--- config.mk ---
export PLATFORM = sky130hd
export DESIGN_NAME = tmrt_ram
export DESIGN_NICKNAME = d
export VERILOG_FILES = /design/src/rtl/tmrt_ram.sv
export SDC_FILE = /design/constraint.sdc
export NUM_CORES = 2
export LEC_CHECK = 0
export ABC_CLOCK_PERIOD_IN_PS = 1900
export BUFFER_PORTS_ARGS = -buffer_cell sky130_fd_sc_hd__buf_2
export CORE_MARGIN = 1
export CORE_UTILIZATION = 45
export CTS_CLUSTER_DIAMETER = 50
export DETAILED_ROUTE_END_ITERATION = 16
export HOLD_SLACK_MARGIN = 0.03
export PLACE_DENSITY = 0.59
export SLEW_MARGIN = 25
export SYNTH_ARGS = -nofsm -noshare
export SYNTH_HDL_FRONTEND = slang
export SYNTH_SLANG_ARGS = --single-unit
--- constraint.sdc ---
create_clock -name clk -period 1.9 [get_ports clk]
set_input_delay 0.095 -clock clk [delete_from_list [all_inputs] [get_ports clk]]
set_output_delay 0.095 -clock clk [all_outputs]
set_load 0.03 [all_outputs]
--- src/rtl/tmrt_ram.sv ---
`timescale 1ns / 1ps

module tmrt_ram #(
  parameter int WIDTH = 8,
  parameter int DEPTH = 256
) (
  input  logic                     clk,
  input  logic                     wr_en,
  input  logic [$clog2(DEPTH)-1:0] wr_addr,
  input  logic [WIDTH-1:0]         wr_data,
  input  logic [$clog2(DEPTH)-1:0] rd_addr,
  output logic [WIDTH-1:0]         rd_data
);

  logic [WIDTH-1:0] mem [DEPTH];

  always_ff @(posedge clk) begin
    if (wr_en) begin
      mem[wr_addr] <= wr_data;
    end
    rd_data <= mem[rd_addr];
  end

endmodule

==> reports/qor.csv <==
metric;value;unit
Post-layout nets;4569;
Netlist cell types;55;
PwrDens;1010;mW/mm2
largest net degree at the start of global routing;80;
synth-to-layout area growth;20.7;%
Slew @ Worst Pin;0.807;ns
Place WS;-1.30;ns
initial antenna violation count;3;
pins over their slew limit;0;
most frequent cells in the layout;2048 x edfxtp_1, 675 x buf_4, 454 x mux4_2, 278 x nor2_1, 212 x clkbuf_16;
1st-iter DRT viols;4413;
fin cells;7045;
Avg Cell Area, Syn;21.3;um2
dpl hpwl;134000;um
CTS Buf Count;209;
commonest non-fill, non-tap cell in the layout;edfxtp_1;
ys flop type;edfxtp_1;
Post-Route Setup TNS;-2.46;ns
H-tree depth;4;
root buf cell;clkbuf_16;
failing checks;setup timing;
worst-path fanout max;1;
slew margin rel.;0.458;
layout cell share with drive strength beyond 1;0.351;
Placement Rows;153;
fillers;13300;
First-pass DRT Iterations;5;
ys async rst share;0;
EDFF count, synth;2048;
Crit Path Category;reg2reg;
crit path from;mem[83][1];
period utilization;1.22;
Reg clk slew, reported paths;0.06;ns
routed vias/inst;5.82;
post-route cell area;0.0960;mm2
fin worst setup slack;-0.416;ns
routed len/inst;29.0;um
Final Total Pwr;96.7;mW
vias in the first global route;41800;
Leak;31.4;nW
Post-Synthesis Cells;3733;
CTS tree;built;
first-pass GRT wire length;298000;um
hold path start;wr_data[4];
CTS Sinks;2056;
setup bufs post-CTS;0;
Fmax;0.432;GHz
critical path endpoint category;flip-flop;
gr usage total;0.231;
Fin. Hold Viols;0;
status;complete, but fails checks;
die width;422;um
Req. time, crit path;2.64;ns
Post-Syn Area;0.0796;mm2
starting density of the core;0.455;
crit path time final;2.32;ns
sequential element share of the synthesized area;0.775;
hold crit path type;in2reg;
gr ovfl total;0;
placed insts;6640;
final core utilization;0.549;
area occupied by multi-input gates;0.0169;mm2
RSZ-0062 raised after global routing;yes;
io pins;34;
Yosys warnings;0;
total vias in the final route;41000;
number of port buffers;33;
final setup vio count;8;
FF-to-FF Start;mem[83][1];
# DRC;0;
Longest Clk Path Bufs;3;
Core Area;0.175;mm2
syn nets;3759;
Post-Route WL;205000;um
Die Area;0.178;mm2
Worst Path Arrival;3.05;ns
flops & latches, synth;2056;
Hold WS;0.105;ns
Worst-Skew Late Latency;0.85;ns
die height;422;um
Final ANT Viol Nets;0;
MaxCap Viol Count;0;
VDD IR max;0.854;mV
skew final;0.0351;ns
gpl congestion;0.856;
flop2flop setup slack;-0.42;ns
Sequential cell area;0.0617;mm2
critical path startpoint category;flip-flop;
Placement Cell Area;0.0886;mm2
[worst max-delay path: stages, from the launching register on]
cell	delay, ns
edfxtp_1	0.35
mux4_2	0.53
mux4_2	0.51
nor2b_4	0.15
nor4_4	0.43
buf_4	0.19
nor4_2	0.04
[area by class of cell]
type	instances	share of cell area
clock buffer	267	0.0581
multi-input combinational	1442	0.176
tap	2325	0.0303
antenna	1	0.0000261
clock inverter	120	0.0135
timing repair buffer	832	0.0798
sequential	2056	0.642
inverter	2	0.0000782
[layer usage]
layer / global-route usage / part of all wire
met1: 0.327 / 0.42
met2: 0.371 / 0.49
met3: 0.0418 / 0.073
met4: 0.0629 / 0.024
met5: 0 / 0
[synth_stat cells, drive strengths merged, types with 5 or more instances]
library cell | count | area [um2]
a211oi | 16 | 120
a22o | 8 | 70.1
o32ai | 5 | 51.3
a22oi | 133 | 998
nand4 | 10 | 62.6
clkbuf | 111 | 417
a21oi | 96 | 480
a221oi | 14 | 129
buf | 122 | 1030
mux4 | 456 | 10300
nor2 | 282 | 1060
nand2 | 33 | 124
o21ai | 12 | 60.1
nand2b | 8 | 50.1
o22a | 5 | 43.8
o22ai | 28 | 175
nor3 | 22 | 110
dfxtp | 8 | 160
a2111oi | 5 | 52.6
edfxtp | 2048 | 61500
o221ai | 47 | 418
nor2b | 31 | 194
nand3 | 34 | 170
o211ai | 10 | 75.1
mux2i | 134 | 1340
nor4 | 27 | 188
and2 | 6 | 37.5
[report_power, final]
part | switching [mW] | total, mW | internal (mW)
logic | 3.28 | 5.60 | 2.32
registers | 0.0929 | 50.1 | 50.0
clock network | 17.6 | 41.1 | 23.5
total | 20.9 | 96.7 | 75.8
[final timing paths]
check	end	cells past startpoint
max	rd_data[1]	6
min	mem[91][4]	2
max reg2reg	rd_data[1]	6
min reg2reg	rd_data[5]	7
[cell families after synthesis]
kind of cell,synth area share
AO/OA/AOI/OAI,0.0342
buffers and inverters,0.0183
flip-flops,0.775
multiplexers,0.146
AND/OR/NAND/NOR,0.0263
[state kept, by name (all words and copies together) (netlist names)]
name     flops
rd_data      8
mem       2048
[repair_timing]
item,in CTS,in global routing
gates resized for setup,37,24
setup endpoints to repair,9,10
pin swaps,15,13
endpoints found under the hold margin,2012,0
hold buffers,18,0
Note: power is estimated with default switching activity, not from simulation.
