### src/rtl/tmrt_pkg.sv
`timescale 1ns / 1ps

package tmrt_pkg;

  localparam int MAX_EVENTS_DEF    = 256;
  localparam int ROWS_PER_BEAT_DEF = 48;

  localparam int NUM_W  = 68;
  localparam int DEN_W  = 40;
  localparam int PROD_W = 80;
  localparam int REM_W  = 41;

  localparam logic [1:0] OP_START = 2'd0;
  localparam logic [1:0] OP_SEG   = 2'd1;
  localparam logic [1:0] OP_ROW   = 2'd2;
  localparam logic [1:0] OP_TIME  = 2'd3;

  localparam logic [1:0] KIND_BUILD = 2'd0;
  localparam logic [1:0] KIND_TIME  = 2'd1;
  localparam logic [1:0] KIND_ROW   = 2'd2;
  localparam logic [1:0] KIND_FULL  = 2'd3;

  localparam logic [39:0] RATE_ONE = 40'h01_0000_0000;
  localparam logic [39:0] RATE_MAX = 40'h7F_FFFF_FFFF;
  localparam logic [39:0] RATE_MIN = 40'h80_0000_0000;
  localparam logic [49:0] SCALE_CAP = 50'h2_0000_0000_0000;
  localparam logic [NUM_W-1:0] NUM_SIXTY = NUM_W'(60) << 48;

  typedef enum logic {
    ARITH_MUL,
    ARITH_DIV
  } arith_mode_t;

  typedef struct packed {
    logic        start;
    arith_mode_t mode;
  } arith_req_t;

  typedef struct packed {
    logic busy;
    logic done;
  } arith_rsp_t;

  function automatic logic signed [47:0] sat48(input logic signed [51:0] v);
    logic signed [51:0] hi;
    logic signed [51:0] lo;
    hi = 52'sh0_7FFF_FFFF_FFFF;
    lo = -52'sh0_8000_0000_0000;
    if (v > hi) begin
      return 48'sh7FFF_FFFF_FFFF;
    end else if (v < lo) begin
      return 48'sh8000_0000_0000;
    end
    return v[47:0];
  endfunction

  // Rounded, capped magnitude of a product shifted right by sh bits.
  function automatic logic [49:0] scale_mag(input logic [PROD_W-1:0] p, input int sh);
    logic [PROD_W:0] t;
    t = ({1'b0, p} + ((PROD_W + 1)'(1) << (sh - 1))) >> sh;
    if (t > (PROD_W + 1)'(SCALE_CAP)) begin
      return SCALE_CAP;
    end
    return t[49:0];
  endfunction

endpackage

### src/rtl/tmrt_arith.sv
`timescale 1ns / 1ps

module tmrt_arith (
  input  logic                         clk,
  input  logic                         rst,
  input  tmrt_pkg::arith_req_t         req,
  input  logic [tmrt_pkg::NUM_W-1:0]   opa,
  input  logic [tmrt_pkg::DEN_W-1:0]   opb,
  output tmrt_pkg::arith_rsp_t         rsp,
  output logic [tmrt_pkg::PROD_W-1:0]  prod,
  output logic [tmrt_pkg::NUM_W-1:0]   quot,
  output logic [tmrt_pkg::REM_W-1:0]   rem
);

  localparam int CNT_W = 7;
  localparam logic [CNT_W-1:0] MUL_STEPS = CNT_W'(tmrt_pkg::DEN_W);
  localparam logic [CNT_W-1:0] DIV_STEPS = CNT_W'(tmrt_pkg::NUM_W);

  tmrt_pkg::arith_mode_t mode;
  logic [CNT_W-1:0] cnt;
  logic [tmrt_pkg::PROD_W-1:0] mcand;
  logic [tmrt_pkg::DEN_W-1:0] mplier;
  logic [tmrt_pkg::DEN_W-1:0] den;
  logic [tmrt_pkg::REM_W-1:0] rs;
  logic qbit;
  logic [tmrt_pkg::REM_W-1:0] rem_next;

  assign rs       = {rem[tmrt_pkg::REM_W-2:0], quot[tmrt_pkg::NUM_W-1]};
  assign qbit     = rs >= {1'b0, den};
  assign rem_next = qbit ? rs - {1'b0, den} : rs;

  always_ff @(posedge clk) begin
    if (rst) begin
      rsp  <= '0;
      mode <= tmrt_pkg::ARITH_MUL;
      cnt  <= '0;
    end else begin
      rsp.done <= !req.start && rsp.busy && (cnt == CNT_W'(1));
      if (req.start) begin
        rsp.busy <= 1'b1;
        mode     <= req.mode;
        if (req.mode == tmrt_pkg::ARITH_MUL) begin
          prod   <= '0;
          mcand  <= tmrt_pkg::PROD_W'(opa[tmrt_pkg::DEN_W-1:0]);
          mplier <= opb;
          cnt    <= MUL_STEPS;
        end else begin
          quot <= opa;
          rem  <= '0;
          den  <= opb;
          cnt  <= DIV_STEPS;
        end
      end else if (rsp.busy) begin
        if (mode == tmrt_pkg::ARITH_MUL) begin
          if (mplier[0]) begin
            prod <= prod + mcand;
          end
          mcand  <= mcand << 1;
          mplier <= mplier >> 1;
        end else begin
          rem  <= rem_next;
          quot <= {quot[tmrt_pkg::NUM_W-2:0], qbit};
        end
        cnt <= cnt - 1'b1;
        if (cnt == CNT_W'(1)) begin
          rsp.busy <= 1'b0;
        end
      end
    end
  end

  assert property (@(posedge clk) disable iff (rst) req.start |-> !rsp.busy)
    else $error("Arithmetic unit started while busy.");

endmodule

### config.mk
export PLATFORM = sky130hd
export DESIGN_NAME = tmrt_arith
export DESIGN_NICKNAME = d
export VERILOG_FILES = /design/src/rtl/tmrt_pkg.sv /design/src/rtl/tmrt_arith.sv
export SDC_FILE = /design/constraint.sdc
export NUM_CORES = 1
export LEC_CHECK = 0
export BUFFER_PORTS_ARGS = -buffer_cell sky130_fd_sc_hd__buf_4
export CORE_ASPECT_RATIO = 0.5
export CORE_MARGIN = 2
export CORE_UTILIZATION = 40
export DETAILED_ROUTE_END_ITERATION = 7
export PLACE_DENSITY = 0.7
export SYNTH_ARGS = -nofsm -noshare
export SYNTH_HDL_FRONTEND = slang
export SYNTH_SLANG_ARGS = --single-unit
### constraint.sdc
create_clock -name clk -period 24.8 [get_ports clk]
set_input_delay 4.96 -clock clk [delete_from_list [all_inputs] [get_ports clk]]
set_output_delay 4.96 -clock clk [all_outputs]
set_load 0.1 [all_outputs]
==> results.md, run 1 <==
* Post-synth EDFFs at 349
* CTS Buf Count at 38
* Clock slew at reported path FFs at 60 ps
* Final Power at 1.665 mW
* Die Y-Extent at 166.9 um
* H-tree level count at 2
* Final hold vios at 0
* Power share of the combinational group at 21.1%
* Num Clock Sinks at 359
* Fillers at 4742
* CTS tree: built
* Cell accounting for the most synthesized area: edfxtp_1
* Crit path launch: req[1]
* Pleak at 10.61 nW
* Register area at 10680 sq um
* Syn Std Cell Area at 21230 sq um
* R2r worst-path depth at 13
* Synth async-reset ratio at 0%
* Sequential share of power at 43.2%
* Core footprint at 52190 sq um
* Seq/Total Area, Yosys at 50.30%
* Total Routed Length at 54.52 mm
* # port buffers at 302
* Routed vias at 15870
* Slew headroom at 20.70%
* Crit path buf inv count at 3
* DRC at 0
* Area of the die at 55050 sq um
* Status: completed
* CP Depth at 7
* Sw Ratio at 29.72%
* Cells after DPL at 2933
* Final hold slack at 489.8 ps
* Setup-failing EPs final at 0
* Final Skew at 22.59 ps
* CP delay by family, top: buffers and inverters
* CP endpoint kind: flop
* Worst VDD drop at 0.03816 mV
* Clock Power Share at 35.7%
* Cell Chain, Critical Path: buf_8 > buf_4 > buf_4 > nor2b_1 > a31oi_1 > o41ai_1 > a211o_1
* Flops & latches, synth at 359
* Starting density of the core at 40.68%
* CTS resizes at 0
* Post-Place Setup Slack at 16690 ps
* Most common cell in the netlist: edfxtp_1
* Reg2Reg Setup Slack at 20430 ps
* Final setup margin at 17230 ps
* Grt peak-use layer: met2
* DRT iter0 DRCs at 1141
* Slowest stage cell, crit path: buf_4
* Gate Count Post-Synth at 2023
* GR Layer Usage met1 at 25.88%
* Most used DFF post-synth: edfxtp_1
* Antenna Cells at 0
* Area delta synth->final at 19.50%
* Synth warnings at 0
* RSZ-0062 raised after global routing: no
* Clock tree root buffer cell: clkbuf_16
* Multi-input logic area at 9622 sq um
* Worst r2r src: prod[0]
* Largest net degree at the start of global routing at 117
* Io pins at 303
* Cell mode on critical path: buf_4
* Max incr delay on CP at 870 ps
* Top cells by count, synth: edfxtp_1, nor2_1, inv_1
* Syn nets at 2258
* All-Layer GR Usage at 19.18%
* Vias in the first global route at 15270
* Layout cells sized above 1 at 20.25%
* Fmax at 132.1 MHz
* Startpoint Class: primary input
* WP data arrival at 7850 ps
* Max_cap viols at 0
* Pint at 1.170 mW
* Largest cells by area after synthesis: edfxtp_1, ha_1, mux2_2
* Worst path required time at 25080 ps
* Initial antenna violation count at 0
* Chip width at 329.8 um
* Slew @ Worst Pin at 1187 ps
* Setup CP Type: primary input to flop
* Clk_lat worst skew at 540 ps
* Global-route wire length before repair at 84.73 mm
* Top cell type's share of synthesized area at 49.36%
* HPWL after DPL at 39.81 mm
* Wire length per cell at 18.16 um
* Worst Hold Class: flop to flop
* Postcts setup bufs at 0
* Critical path fanouts, max at 111
* Post-route antenna net violation count at 0
* FP Rows at 59
* GP Congestion at 0.8986
* Max-slew violations at 0
* Clock period minus worst slack at 7573 ps
* Met3 Use GR at 3.192%
* Post-Syn Area per Cell at 10.50 sq um
* Sw Pwr at 0.4949 mW
* GRT met2 Usage at 32.00%
* Cts hold-fix bufs at 0
* Vias per inst at 5.287
* 1st-pass router iterations at 5
* Non-filler cells in the finished layout at 3002
* Power density over the cells at 65.64 nW/um^2
* Fin nets at 2507
* Distinct cell type count after synthesis at 79
* Capture point of the critical path: prod[74]
* Tcrit/Tclk final at 30.54%
* Max Buffers Root-to-Sink at 3
* Setup Total Neg Slack at 0 ps
* Grt ovf at 0
* R2R Path End: prod[58]
logic make-up (layout without fill, tap and decap cells):
family          after synthesis  in the layout  synth area share (%)
xor+xnor                    110            110                 4.538
simple gates                547            547                 12.31
mux                          97             97                 4.991
fa+ha+maj                   123            123                 7.319
compound gates              531            531                 15.98
buf+inv                     256            534                 4.561
flops                       359            359                 50.30
worst reg2reg max path, cell delays in order, from the launching register on:
cell and delay [ps]:
edfxtp_1 410, ha_1 280, fa_1 420, a21o_1 190, nand4_1 160, a2111oi_0 140, o31a_1 330, nor2_1 240
o21ai_1 210, a31o_2 310, a21boi_0 460, o21ai_0 310, a21boi_0 290, mux2_2 360
area by class of cell:
class | count | share of cell area, %
clock buffer | 46 | 4.118
clock inverter | 23 | 0.8975
multi-input combinational | 1408 | 37.92
tap | 701 | 3.457
sequential | 359 | 42.09
timing repair buffer | 311 | 9.232
inverter | 154 | 2.278
per-layer routing:
metal | vias to the layer above | routed length, um
li1 | 7826 | -
met1 | 7660 | 24490
met2 | 314 | 26390
met3 | 73 | 2353
met4 | 0 | 1284
met5 | - | 0
layout by cell type, fill, tap and decap left out, types with 6 or more instances in the layout:
cell	synthesis	final
a211oi_1	13	13
a21boi_0	11	11
a21o_1	91	91
a21oi_1	149	147
a31oi_1	8	8
and2_1	9	9
and3_1	12	12
buf_4	1	310
clkbuf_16	0	41
clkinv_1	0	12
dfxtp_1	10	10
edfxtp_1	349	349
ha_1	121	121
inv_1	154	154
mux2_2	69	69
mux2i_1	26	26
nand2_1	128	128
nand2b_1	14	14
nand3_1	17	17
nand4_1	48	48
nor2_1	187	186
nor2b_1	69	69
nor3_1	27	27
nor4_1	6	6
o211ai_1	6	6
o21a_1	17	16
o21ai_0	148	148
o21bai_1	18	18
or2_2	6	6
or3_1	8	8
xnor2_1	64	64
xor2_1	46	46
registers in the layout (all words and copies together) (netlist names):
name,cells
mcand,80
prod,80
quot,68
rem,41
den,40
mplier,40
cnt,7
rsp,2
mode,1
per-stage QoR:
stage / area (sq um) / util (%)
after CTS: 25370 / 48.61
after detailed placement: 24100 / 46.18
final: 25370 / 48.61
after floorplan: 21230 / -
after global routing: 25370 / 48.61
after global placement: 24100 / 46.18
how the worst min path moves through the flow:
stage	start	end	slack, ps	depth (start not counted)
after CTS	mode	mode	490	2
final	mode	mode	490	2
after global placement	mode	mode	480	2
after floorplan	mode	mode	460	2
after detailed placement	mode	mode	480	2
after global routing	mode	mode	510	2
power by group through the flow:
stage	registers [mW]	logic [mW]	clock network, mW
2_1_floorplan	0.819	0.180	0
3_3_place_gp	0.732	0.345	0
3_5_place_dp	0.733	0.350	0
4_1_cts	0.720	0.352	0.607
5_1_grt	0.723	0.380	0.631
6_report	0.720	0.351	0.594
(Power assumes the default switching activity.)
==> run 2, diff against run 1 <==
Settings changed: PLACE_DENSITY 0.7 to 0.72.
Clock period 24.8 ns to 6.6 ns, I/O delays scaled along.
==> results.md, run 2 (synthesis results as in run 1) <==
* Status: completed (unchanged)
* Die Y-Extent at 166.9 um (unchanged)
* DRC at 0 (unchanged)
* Fmax at 239.8 MHz
* H-tree level count at 2 (unchanged)
* Area delta synth->final at 19.35% (was 19.50%)
* Largest regs: mcand: 80 flops, prod: 80 flops, quot: 68 flops (unchanged)
* Post-Place Setup Slack at 2089 ps (was 16690 ps)
* CTS tree: built (unchanged)
* Setup CP Type: flop to flop (was primary input to flop)
* Worst Hold Class: flop to flop (unchanged)
* Post-route antenna net violation count at 0 (unchanged)
* Global-route wire length before repair at 84.02 mm (was 84.73 mm)
* Area of the die at 55050 sq um (unchanged)
* # port buffers at 302 (unchanged)
* Total Routed Length at 54.13 mm (was 54.52 mm)
* Chip width at 329.8 um (unchanged)
* HPWL after DPL at 39.62 mm (was 39.81 mm)
* WP data arrival at 4460 ps (was 7850 ps)
* Hold path startpoint: mode (unchanged)
* Layout cells sized above 1 at 20.33% (was 20.25%)
* Wire length per cell at 18.05 um (was 18.16 um)
* Final hold vios at 0 (unchanged)
* Slowest stage cell, crit path: a21boi_0 (was buf_4)
* Cell mode on critical path: a21boi_0 (was buf_4)
* Clk_lat worst skew at 540 ps (about the same)
* RSZ-0062 raised after global routing: no (unchanged)
* Routed vias at 16000 (was 15870)
* Largest net degree at the start of global routing at 173 (was 117)
* Max incr delay on CP at 440 ps (was 870 ps)
* Max_cap viols at 0 (unchanged)
* Final setup margin at 2429 ps (was 17230 ps)
* Cell Chain, Critical Path: ha_1 > fa_1 > a21o_1 > nand4_1 > a2111oi_0 > o31a_1 > nor2_1 > o21ai_1 > a31o_2 > a21boi_0 > o21ai_0 > a21boi_0 > mux2_2 (was buf_8 > buf_4 > buf_4 > nor2b_1 > a31oi_1 > o41ai_1 > a211o_1)
* Starting density of the core at 40.68% (unchanged)
* GP Congestion at 0.9115 (was 0.8986)
* FP Rows at 59 (unchanged)
* CTS resizes at 0 (unchanged)
* Initial antenna violation count at 1 (was 0)
* Clock tree root buffer cell: clkbuf_16 (unchanged)
* Critical path fanouts, max at 4 (was 111)
* 1st-pass router iterations at 6 (was 5)
* Slew headroom at 19.35% (was 20.70%)
* Setup-failing EPs final at 0 (unchanged)
* Fin nets at 2506 (was 2507)
* Postcts setup bufs at 0 (unchanged)
* DRT iter0 DRCs at 1196 (was 1141)
* Startpoint Class: flop (was primary input)
* Crit path launch: prod[0] (was req[1])
* Clock slew at reported path FFs at 60 ps (about the same)
* Cells after DPL at 2933 (unchanged)
* Tcrit/Tclk final at 63.19%
* Commonest non-fill, non-tap cell in the layout: edfxtp_1 (unchanged)
* Cts hold-fix bufs at 0 (unchanged)
* Commonest non-fill, non-tap cells in the layout: edfxtp_1, buf_4, nor2_1 (unchanged)
* Vias per inst at 5.334 (was 5.287)
* Worst r2r src: prod[0] (unchanged)
* Setup Total Neg Slack at 0 ps (unchanged)
* Final Power at 6.223 mW (was 1.665 mW)
* Io pins at 303 (unchanged)
* Slew @ Worst Pin at 1207 ps (was 1187 ps)
* Max-slew violations at 0 (unchanged)
* Power density over the cells at 245.6 nW/um^2 (was 65.64 nW/um^2)
* Pleak at 10.59 nW (was 10.61 nW)
* Worst path required time at 6890 ps (was 25080 ps)
* Vias in the first global route at 15320 (was 15270)
* All-Layer GR Usage at 18.99% (was 19.18%)
* Clock period minus worst slack at 4171 ps
* Grt ovf at 0 (unchanged)
* Max Buffers Root-to-Sink at 3 (unchanged)
* Core footprint at 52190 sq um (unchanged)
* Num Clock Sinks at 359 (unchanged)
* Worst VDD drop at 0.1385 mV (was 0.03816 mV)
* CP endpoint kind: flop (unchanged)
* Non-filler cells in the finished layout at 2999 (was 3002)
* CTS Buf Count at 37 (was 38)
* Final Skew at 24.49 ps (was 22.59 ps)
run 2: cell types whose count changed in the layout (fill, tap and decap cells not counted):
cell,delta
clkbuf_16,-2
clkinv_1,-7
diode_2,+1
clkbuf_1,+2
inv_6,+1
inv_8,+1
clkbuf_8,+1
run 2: final timing paths:
| kind | endpoint | slack [ps] | cells after the start |
|---|---|---|---|
| max | prod[58] | 2430 | 13 |
| min | mode | 500 | 2 |
| max reg2reg | prod[58] | 2430 | 13 |
| min reg2reg | mode | 500 | 2 |
run 2: power breakdown:
group | internal (mW) | total (mW) | leakage, nW | switching (mW)
clock | 1.29 | 2.20 | 0.605 | 0.908
sequential | 2.64 | 2.70 | 3.34 | 0.0597
combinational | 0.436 | 1.32 | 6.65 | 0.888
total | 4.37 | 6.22 | 10.6 | 1.86
run 2: per-layer routing:
metal / track usage [%] / vias up / share of wire [%]
li1: - / 7827 / -
met1: 25.10 / 7694 / 44
met2: 32.17 / 393 / 48
met3: 2.740 / 82 / 4.4
met4: 5.929 / 0 / 3.0
met5: 0 / - / 0
run 2: layout make-up:
| cell class | count | area [sq um] |
|---|---|---|
| fillers | 4709 | 26850 |
| flip-flops and latches | 359 | 10680 |
| multi-input cells | 1408 | 9622 |
| repair buffers | 311 | 2342 |
| clock buffers | 47 | 1016 |
| well taps | 701 | 877.1 |
| inverters | 154 | 578.1 |
| clock inverters | 18 | 221.5 |
| diodes | 1 | 2.502 |
run 2: critical path, delay by kind of cell (launching register included):
family                   cells  cell delay [ps]
AO/OA/AOI/OAI                8             2130
adder cells (fa/ha/maj)      2              670
flip-flops                   1              390
AND/OR/NAND/NOR              2              370
multiplexers                 1              350
run 2: per-stage QoR:
step                instance area [sq um]  util (%)  hold slack [ps]
finish                              25340     48.55            497.8
global route                        25340     48.55            534.1
CTS                                 25340     48.55            503.2
detailed placement                  24100     46.18            495.1
global placement                    24100     46.18            486.0
floorplan                           21260         -            458.7
==> run 3, diff against run 2 <==
Settings changed: PLACE_DENSITY 0.72 to 0.7.
Clock period 6.6 ns to 4.35 ns, I/O delays scaled along.
==> results.md, run 3 (synthesis results as in run 1) <==
* CTS tree: built (unchanged)
* Wire length per cell at 18.32 um (was 18.05 um)
* Clk_lat worst skew at 540 ps (about the same)
* Global-route wire length before repair at 86.15 mm (was 84.02 mm)
* Worst path required time at 4640 ps (was 6890 ps)
* Capture point of the critical path: prod[70] (was prod[58])
* Core footprint at 52190 sq um (unchanged)
* Slew headroom at 30.86% (was 19.35%)
* CP endpoint kind: flop (unchanged)
* # port buffers at 302 (unchanged)
* Final hold slack at 509.5 ps (was 497.8 ps)
* Io pins at 303 (unchanged)
* Fin nets at 2510 (was 2506)
* Max incr delay on CP at 420 ps (was 440 ps)
* Area of the die at 55050 sq um (unchanged)
* Cells after DPL at 2939 (was 2933)
* DRC at 0 (unchanged)
* Max-slew violations at 0 (unchanged)
* Slowest stage cell, crit path: fa_1 (was a21boi_0)
* Post-route cell area at 25310 sq um (was 25340 sq um)
* Core Util, Final at 48.50% (was 48.55%)
* WP data arrival at 4190 ps (was 4460 ps)
* CTS Buf Count at 35 (was 37)
* Num Clock Sinks at 359 (unchanged)
* Final hold vios at 0 (unchanged)
* HPWL after DPL at 39.90 mm (was 39.62 mm)
* Worst Hold Class: primary input to flop (was flop to flop)
* Grt peak-use layer: met2 (unchanged)
* Die Y-Extent at 166.9 um (unchanged)
* Crit path buf inv count at 0 (unchanged)
* Vias in the first global route at 15500 (was 15320)
* Total Routed Length at 54.95 mm (was 54.13 mm)
* Power density over the cells at 365.5 nW/um^2 (was 245.6 nW/um^2)
* Area delta synth->final at 19.23% (was 19.35%)
* Tcrit/Tclk final at 89.60% (was 63.19%)
* Post-route antenna net violation count at 0 (unchanged)
* Worst r2r src: prod[0] (unchanged)
* R2R Path End: prod[70] (was prod[58])
* R2r worst-path depth at 13 (unchanged)
* Max_cap viols at 0 (unchanged)
* GR Layer Usage met1 at 26.50% (was 25.10%)
* RSZ-0062 raised after global routing: no (unchanged)
* Layout cells sized above 1 at 20.36% (was 20.33%)
* GP Congestion at 0.9022 (was 0.9115)
* Slew @ Worst Pin at 1037 ps (was 1207 ps)
* Hold path cells at 1 (was 2)
* DRT iter0 DRCs at 1316 (was 1196)
* Fillers at 4800 (was 4709)
* Pleak at 10.58 nW (was 10.59 nW)
* Commonest non-fill, non-tap cells in the layout: edfxtp_1, buf_4, nor2_1 (unchanged)
* Met3 Use GR at 2.942% (was 2.740%)
* Max Buffers Root-to-Sink at 3 (unchanged)
* Clock tree root buffer cell: clkbuf_16 (unchanged)
* H-tree level count at 2 (unchanged)
* Largest net degree at the start of global routing at 121 (was 173)
* Critical path fanouts, max at 4 (unchanged)
* Clock slew at reported path FFs at 70 ps (was 60 ps)
* Largest regs: mcand: 80 flops, prod: 80 flops, quot: 68 flops (unchanged)
* Grt ovf at 0 (unchanged)
* Final Skew at 23.61 ps (was 24.49 ps)
* Startpoint Class: flop (unchanged)
* CP delay by family, top: compound AO/OA/AOI/OAI gates (unchanged)
* Reg2Reg Setup Slack at 450 ps (was 2430 ps)
* CTS resizes at 0 (unchanged)
* Cell Chain, Critical Path: ha_1 > fa_1 > a21o_1 > nand4_1 > a2111oi_0 > o31a_1 > nor2_1 > o21ai_1 > a31o_2 > a21o_1 > a211o_1 > a211o_1 > mux2_1 (was ha_1 > fa_1 > a21o_1 > nand4_1 > a2111oi_0 > o31a_1 > nor2_1 > o21ai_1 > a31o_2 > a21boi_0 > o21ai_0 > a21boi_0 > mux2_2)
* 1st-pass router iterations at 5 (was 6)
* Vias per inst at 5.361 (was 5.334)
* Non-filler cells in the finished layout at 3000 (was 2999)
* GRT met2 Usage at 32.50% (was 32.17%)
* CP Depth at 13 (unchanged)
* Setup-failing EPs final at 0 (unchanged)
* Clock period minus worst slack at 3898 ps (was 4171 ps)
* Postcts setup bufs at 0 (unchanged)
* Commonest non-fill, non-tap cell in the layout: edfxtp_1 (unchanged)
* Setup CP Type: flop to flop (unchanged)
* FP Rows at 59 (unchanged)
* Chip width at 329.8 um (unchanged)
* Setup Total Neg Slack at 0 ps (unchanged)
* DP Area at 24170 sq um (was 24100 sq um)
* Routed vias at 16080 (was 16000)
* Antenna Cells at 0 (was 1)
* Fmax at 256.6 MHz (was 239.8 MHz)
* Worst VDD drop at 0.2289 mV (was 0.1385 mV)
* All-Layer GR Usage at 19.51% (was 18.99%)
* Initial antenna violation count at 0 (was 1)
* Starting density of the core at 40.68% (unchanged)
* Status: completed (unchanged)
* Crit path launch: prod[0] (unchanged)
* Cts hold-fix bufs at 0 (unchanged)
[run 3: changes by cell type in the layout (fill, tap and decap cells not counted), sizes merged]
cell | before | now
clkinv | 10 | 15
clkbuf | 47 | 42
diode | 1 | 0
inv | 156 | 154
clkinvlp | 1 | 0
bufinv | 5 | 4
buf | 311 | 317
[run 3: layer usage]
layer | vias to the layer above | share of wire (%)
met2 | 385 | 48
met1 | 7790 | 45
met4 | 0 | 2.5
met5 | - | 0
met3 | 82 | 4.4
li1 | 7827 | -
[run 3: worst min-delay path by stage]
stage	start	to	slack (ps)
6_report	opb[30]	den[30]	510
5_1_grt	opb[30]	den[30]	490
4_1_cts	opb[30]	den[30]	480
3_5_place_dp	mode	mode	490
3_3_place_gp	mode	mode	480
2_1_floorplan	mode	mode	460
[run 3: layout make-up]
| class | count | area [sq um] | area share [%] |
|---|---|---|---|
| clock buffer | 42 | 954.7 | 3.771 |
| clock inverter | 19 | 186.4 | 0.7365 |
| inverter | 154 | 578.1 | 2.284 |
| multi-input combinational | 1408 | 9624 | 38.02 |
| sequential | 359 | 10680 | 42.20 |
| tap | 701 | 877.1 | 3.465 |
| timing repair buffer | 317 | 2412 | 9.529 |
[run 3: worst register-to-register path: cells and delay by family, from the launching register on]
family	cells	cell delay, ps
AO/OA/AOI/OAI	8	1900
adder cells (fa/ha/maj)	2	690
flip-flops	1	390
AND/OR/NAND/NOR	2	370
multiplexers	1	300
[run 3: metrics by stage]
stage | power, mW | setup WS [ps]
finish | 9.253 | 452.2
global placement | 6.161 | 555.9
detailed placement | 6.184 | 491.6
floorplan | 5.684 | -1672
CTS | 9.338 | 476.5
global route | 9.649 | 223.7
[run 3: where the power goes]
part | internal [mW] | leakage (nW) | switching, mW | total [mW]
sequential | 4.01 | 3.34 | 0.0896 | 4.10
combinational | 0.670 | 6.69 | 1.36 | 2.03
clock | 1.80 | 0.560 | 1.33 | 3.13
